==> config.mk <==
export PLATFORM = sky130hd
export DESIGN_NAME = thq_ram
export DESIGN_NICKNAME = d
export VERILOG_FILES = /design/src/thq_ram.sv
export SDC_FILE = /design/constraint.sdc
export NUM_CORES = 1
export LEC_CHECK = 0
export ABC_AREA = 1
export BUFFER_PORTS_ARGS = -buffer_cell sky130_fd_sc_hd__buf_2
export CORE_UTILIZATION = 50
export DETAILED_ROUTE_END_ITERATION = 10
export PLACE_DENSITY = 0.77
export SYNTH_ARGS = -nofsm -noshare
export SYNTH_HDL_FRONTEND = slang
export SYNTH_SLANG_ARGS = --single-unit
==> constraint.sdc <==
create_clock -name clk -period 1.3 [get_ports clk]
set_input_delay 0.13 -clock clk [delete_from_list [all_inputs] [get_ports clk]]
set_output_delay 0.13 -clock clk [all_outputs]
set_load 0.01 [all_outputs]
==> src/thq_ram.sv <==
// thq_ram: generic single write port ram with registered read
// no dependencies
`default_nettype none
module thq_ram #(
	parameter int WIDTH = 8,
	parameter int DEPTH = 16,
	parameter int AW = 4
) (
	input  wire logic             clk,
	input  wire logic             we,
	input  wire logic [AW-1:0]    waddr,
	input  wire logic [WIDTH-1:0] wdata,
	input  wire logic [AW-1:0]    raddr,
	output logic      [WIDTH-1:0] rdata
);
	logic [WIDTH-1:0] mem_q [DEPTH];

	always_ff @(posedge clk) begin
		if (we) begin
			mem_q[waddr] <= wdata;
		end
		rdata <= mem_q[raddr];
	end
endmodule
`default_nettype wire

==> metrics.csv, run 1 <==
stage;metric;value;unit
synthesis;Post-Synth Adder-Cell Area;0;
sta;RSZ-0062 raised after global routing;false;
floorplan;die span in x;109;µm
synthesis;syn nets;569;
synthesis;Syn Inst Count;551;
critical_path;CP required;1.60;ns
sta;fin. max-slew vios;0;
synthesis;Synth Area per Inst;10.5;µm²
placed_design;HPWL Detailed;7.56;mm
floorplan;Die ar.;12000;µm²
critical_path;cell family with most CP delay;simple AND/OR/NAND/NOR gates;
floorplan;I/O pin cnt;26;
floorplan;Starting Density;0.523;
detailed_routing;Post-Route WL;12.8;mm
sta;fin crit share;0.815;
clocking;CTS Buf Count;17;
floorplan;core area;11000;µm²
synthesis;Synth Area in Simple Gates;0.210;
worst_hold_path;Hold Path Depth;1;
placed_design;IO buf count;25;
critical_path;crit path buf inv count;1;
critical_path;r2r setup slk;0.24;ns
final_layout;layout cells sized above 1;0.135;
critical_path;critical path fanouts, max;1;
synthesis;Mapped Area;5770;µm²
synthesis;fraction of synthesized cell area in xor and xnor cells;0;
critical_path;CP dominant cell by count;nand3_1;
critical_path;Critical-path top delay cell;edfxtp_1;
global_route;largest net degree at the start of global routing;65;
critical_path;CP Capture Type;flop;
detailed_routing;routed vias;3978;
clocking;Reg clk slew, reported paths;0.06;ns
synthesis;Cell variety after synth;12;
global_route;total gr overflow;0;
final_layout;antenna diode count;0;
clocking;clock latency on the worst-skew pair;0.41;ns
worst_hold_path;Worst Hold Class;in2reg;
synthesis;Yosys warning count;0;
synthesis;Compound-Gate Fraction of Synth Area;0;
critical_path;crit-path cells;inv_1 > nand2_1 > nand3_1 > nand3_1 > nand3_1 > nand2_1;
sta;Slew headroom;0.737;
worst_hold_path;WHS Endpoint;mem_q[5][2];
outcome;status;completed;
critical_path;CP Launch Type;flop;
critical_path;CP Class;reg2reg;
final_layout;number of filler instances in the final layout;835;
placed_design;Final GP Congestion;0.872;
critical_path;Reg2Reg Launch Point;mem_q[1][2];
floorplan;# rows;38;
clocking;Post-CTS Setup Repair Bufs;0;
run;Max-Cap Viols;0;
synthesis;#FFs+latches synth;136;
worst_hold_path;HP Start;wdata[2];
pwr;Tot Pwr;10200;µW
synthesis;top cell type by total area after synthesis;edfxtp_1;
pwr;leakage power;0.00294;µW
pwr;PwrDens;1520;nW/µm²
global_route;gr usage total;0.237;
placed_design;dpl cells;717;
synthesis;sequential area share after synthesis;0.694;
final_layout;area grow syn2layout;16.5;%
clocking;CTS Buffer Depth;2;
global_route;global-route wire length before repair;20.0;mm
detailed_routing;WL/cell;17.1;µm
final_layout;Final #Nets;614;
critical_path;reg2reg end;rdata[2];
clocking;TritonCTS clock tree;yes;
sta;Clock Skews;0.00806;ns
sta;Setup TNS;0;ns
detailed_routing;Final ANT Viol Nets;0;
critical_path;crit-path max cell delay;0.37;ns
clocking;cts repair resizes;0;
pwr;Peak VDD IR;1.16;mV
floorplan;Die Ht;109;µm
synthesis;main combinational cell family by area after synthesis;simple AND/OR/NAND/NOR gates;
clocking;Clock Tree Root;clkbuf_16;
detailed_routing;initial DRC count;328;
global_route;initial antenna violation count;0;
detailed_routing;DRC;0;
sta;Final Hold Fails;0;
sta;Tmin final;1.06;ns
synthesis;largest cells by area after synthesis;edfxtp_1, nand2_1, nand3_1;
sta;worst slew pin tran;0.395;ns
detailed_routing;Via density;5.32;
critical_path;WP data arrival;1.36;ns
sta;fmax;943;MHz
detailed_routing;TritonRoute pass-1 iters;6;
sta;Hold Slack;0.141;ns
critical_path;cells on worst reg2reg path;6;
clocking;H-tree depth;4;
final_layout;Finished Layout Cells;748;
clocking;CTS Sinks;136;
synthesis;top-area cell type share of the netlist area;0.667;
synthesis;mux share of post-synthesis cell area;0;
clocking;Hold-fix buffers, CTS;0;
global_route;number of global-route vias before repair;3844;
sta;# setup viols final;0;
==> cell families (layout without fill, tap and decap cells) <==
group | after synthesis | count (layout)
flops | 136 | 136
buf+inv | 126 | 183
simple gates | 289 | 289
==> worst max path at each step <==
stage / to / startpoint / cells past startpoint
global route: rdata[6] / mem_q[5][6] / 6
global placement: rdata[7] / raddr[0] / 7
floorplan: mem_q[10][0] / waddr[2] / 2
CTS: rdata[7] / rdata[7] / 1
detailed placement: rdata[4] / raddr[0] / 7
finish: rdata[2] / mem_q[1][2] / 6
==> where the power goes <==
part | switching [µW] | leakage, µW | total, µW | internal, µW
logic | 432 | 0.00144 | 628 | 195
registers | 29.0 | 0.00122 | 4930 | 4900
clock network | 1840 | 0.000273 | 4670 | 2830
==> cell type report <==
cell class / count / area, µm² / area share
clock buffer: 18 / 429 / 0.0639
timing repair buffer: 50 / 363 / 0.0540
tap: 140 / 175 / 0.0261
multi-input combinational: 289 / 1210 / 0.181
sequential: 136 / 4000 / 0.596
inverter: 102 / 383 / 0.0570
clock inverter: 13 / 149 / 0.0222
==> cell usage after synthesis, drive strengths merged <==
cell,count
inv,102
nand2,173
nor2,17
dfxtp,8
nand3,97
buf,24
nand3b,2
edfxtp,128
==> stage by stage <==
| step | util | area [µm²] | setup WS, ns |
|---|---|---|---|
| floorplan | - | 5770 | 0.219 |
| global placement | 0.556 | 6140 | 0.144 |
| detailed placement | 0.556 | 6140 | 0.112 |
| CTS | 0.609 | 6720 | 0.236 |
| global route | 0.609 | 6720 | 0.183 |
| finish | 0.609 | 6720 | 0.240 |
==> routing by layer <==
layer | wire length (µm) | vias up | GRT usage
met1 | 5110 | 1861 | 0.303
met2 | 6210 | 213 | 0.385
met4 | 397 | 0 | 0.111
li1 | - | 1867 | -
met5 | 0 | - | 0
met3 | 1080 | 37 | 0.0545
==> placed cells by master, fill, tap and decap left out, types with 3 or more instances in the layout <==
| cell type | synthesis | layout |
|---|---|---|
| dfxtp_1 | 8 | 8 |
| edfxtp_1 | 128 | 128 |
| nor2_1 | 17 | 17 |
| nand2_1 | 173 | 173 |
| buf_4 | 4 | 21 |
| buf_2 | 13 | 25 |
| clkbuf_16 | 0 | 17 |
| nand3_1 | 97 | 97 |
| clkinvlp_4 | 0 | 3 |
| clkinv_4 | 0 | 5 |
| inv_1 | 100 | 100 |
| buf_12 | 0 | 4 |
==> state kept, by name (all words and copies together) (netlist names) <==
| name | count |
|---|---|
| mem_q | 128 |
| rdata | 8 |
Power figures use the tool's default switching activity.
==> run 2, diff against run 1 <==
clock period = 1.1 ns   (was 1.3 ns; I/O delays follow)
==> run 2 against run 1 <==
Sequential power increased by 18%. Critical path depth stayed put. Setup slack lost 0.20 ns. Non-clock buffer count increased by 2. Die area did not move. Cell count grew 0.40%. Combinational power is 23% higher. Clock-buffer cell count increased by 1.
==> metrics.csv, run 2 (synthesis results as in run 1) <==
stage;metric;value;unit
outcome;status;completed;
detailed_routing;initial DRC count;283;
clocking;H-tree depth;4;
sta;Final Hold Fails;0;
final_layout;antenna diode count;0;
final_layout;final instance area;6790;µm²
floorplan;# rows;38;
sta;# setup viols final;0;
pwr;Peak VDD IR;1.30;mV
sta;fin crit share;0.959;
clocking;clock latency on the worst-skew pair;0.41;ns
critical_path;CP required;1.41;ns
final_layout;most frequent cells in the layout;nand2_1, edfxtp_1, inv_1, nand3_1, buf_2;
clocking;CTS Buffer Depth;2;
sta;worst slew pin tran;0.394;ns
clocking;Hold-fix buffers, CTS;0;
detailed_routing;Post-Route WL;13.0;mm
global_route;gr usage total;0.242;
detailed_routing;WL/cell;17.3;µm
floorplan;Die Ht;109;µm
floorplan;I/O pin cnt;26;
placed_design;HPWL Detailed;7.93;mm
clocking;TritonCTS clock tree;yes;
clocking;CTS Buf Count;17;
worst_hold_path;Worst Hold Class;in2reg;
sta;fmax;948;MHz
floorplan;Die ar.;12000;µm²
placed_design;IO buf count;25;
global_route;largest net degree at the start of global routing;65;
sta;Slew headroom;0.737;
final_layout;most common cell after layout, fill and taps aside;nand2_1;
detailed_routing;DRC;0;
global_route;global-route wire length before repair;20.4;mm
sta;Clock Skews;0.00787;ns
detailed_routing;routed vias;3967;
floorplan;Starting Density;0.523;
detailed_routing;Final ANT Viol Nets;0;
global_route;initial antenna violation count;0;
sta;Tmin final;1.06;ns
pwr;Tot Pwr;12300;µW
floorplan;die span in x;109;µm
floorplan;core area;11000;µm²
critical_path;CP Launch Type;flop;
final_layout;largest register by flop count;mem_q;
critical_path;critical path fanouts, max;1;
final_layout;Top Registers;mem_q x128, rdata x8;
pwr;leakage power;0.00296;µW
final_layout;area grow syn2layout;17.8;%
global_route;total gr overflow;0;
clocking;Reg clk slew, reported paths;0.06;ns
pwr;PwrDens;1810;nW/µm²
final_layout;Final #Nets;616;
placed_design;Final GP Congestion;0.883;
clocking;CTS Sinks;136;
global_route;number of global-route vias before repair;3903;
final_layout;layout cells sized above 1;0.144;
run;Max-Cap Viols;0;
detailed_routing;TritonRoute pass-1 iters;5;
critical_path;CP Class;reg2reg;
clocking;Clock Tree Root;clkbuf_16;
sta;fin. max-slew vios;0;
critical_path;CP Capture Type;flop;
placed_design;placed inst area;6180;µm²
sta;RSZ-0062 raised after global routing;false;
detailed_routing;Via density;5.28;
final_layout;Largest register FFs;128;
critical_path;WP data arrival;1.36;ns
-- run 2: cell count changes in the layout (fill, tap and decap cells not counted), sizes merged --
cell,before,now
inv,104,105
clkbuf,18,19
clkinvlp,3,5
buf,50,52
clkinv,6,3
-- run 2: what timing repair did --
item / in CTS / in global routing
endpoints found under the hold margin: 0 / 0
gates resized for setup: 0 / 3
setup buffers: 0 / 0
endpoints found under the setup margin: 0 / 3
-- run 2: cell type report --
cell class / instances / area [µm²]
fill: 849 / 4240
sequential: 136 / 4000
multi-input combinational: 289 / 1230
clock buffer: 19 / 453
timing repair buffer: 52 / 403
inverter: 102 / 383
tap: 140 / 175
clock inverter: 13 / 145
-- run 2: path summary, 6_finish.rpt --
path / from / to / slack, ns / depth (start not counted)
worst max-delay path: mem_q[1][3] / rdata[3] / 0.04 / 6
worst min-delay path: wdata[5] / mem_q[1][5] / 0.11 / 1
worst max register to register: mem_q[1][3] / rdata[3] / 0.04 / 6
worst min register to register: mem_q[2][0] / rdata[0] / 0.68 / 6
-- run 2: report_power, final --
part / switching [µW] / internal, µW
Sequential: 36.8 / 5790
Clock: 2210 / 3470
Combinational: 523 / 248
Total: 2770 / 9510
-- run 2: metal layers --
| layer | track usage | up-vias | part of all wire |
|---|---|---|---|
| li1 | - | 1872 | - |
| met3 | 0.0575 | 29 | 0.059 |
| met5 | 0 | - | 0 |
| met1 | 0.306 | 1898 | 0.41 |
| met2 | 0.402 | 168 | 0.51 |
| met4 | 0.0962 | 0 | 0.021 |
-- run 2: critical path: stages (launching register included) --
cell and delay (ns):
edfxtp_1 0.37, inv_1 0.08, nand2_1 0.06, nand3_1 0.10, nand3_1 0.13, nand3_1 0.15, nand2_1 0.07
-- run 2: stage by stage --
stage               instances   util  hold WS (ns)  setup TNS (ns)  setup WS [ns]
detailed placement        719  0.560         0.505          -0.955        -0.0810
finish                    751  0.616         0.108               0         0.0448
CTS                       751  0.614         0.116               0         0.0509
floorplan                 551      -         0.209               0         0.0392
global placement          719  0.560         0.505          -0.236        -0.0394
global route              751  0.616         0.118               0        0.00757
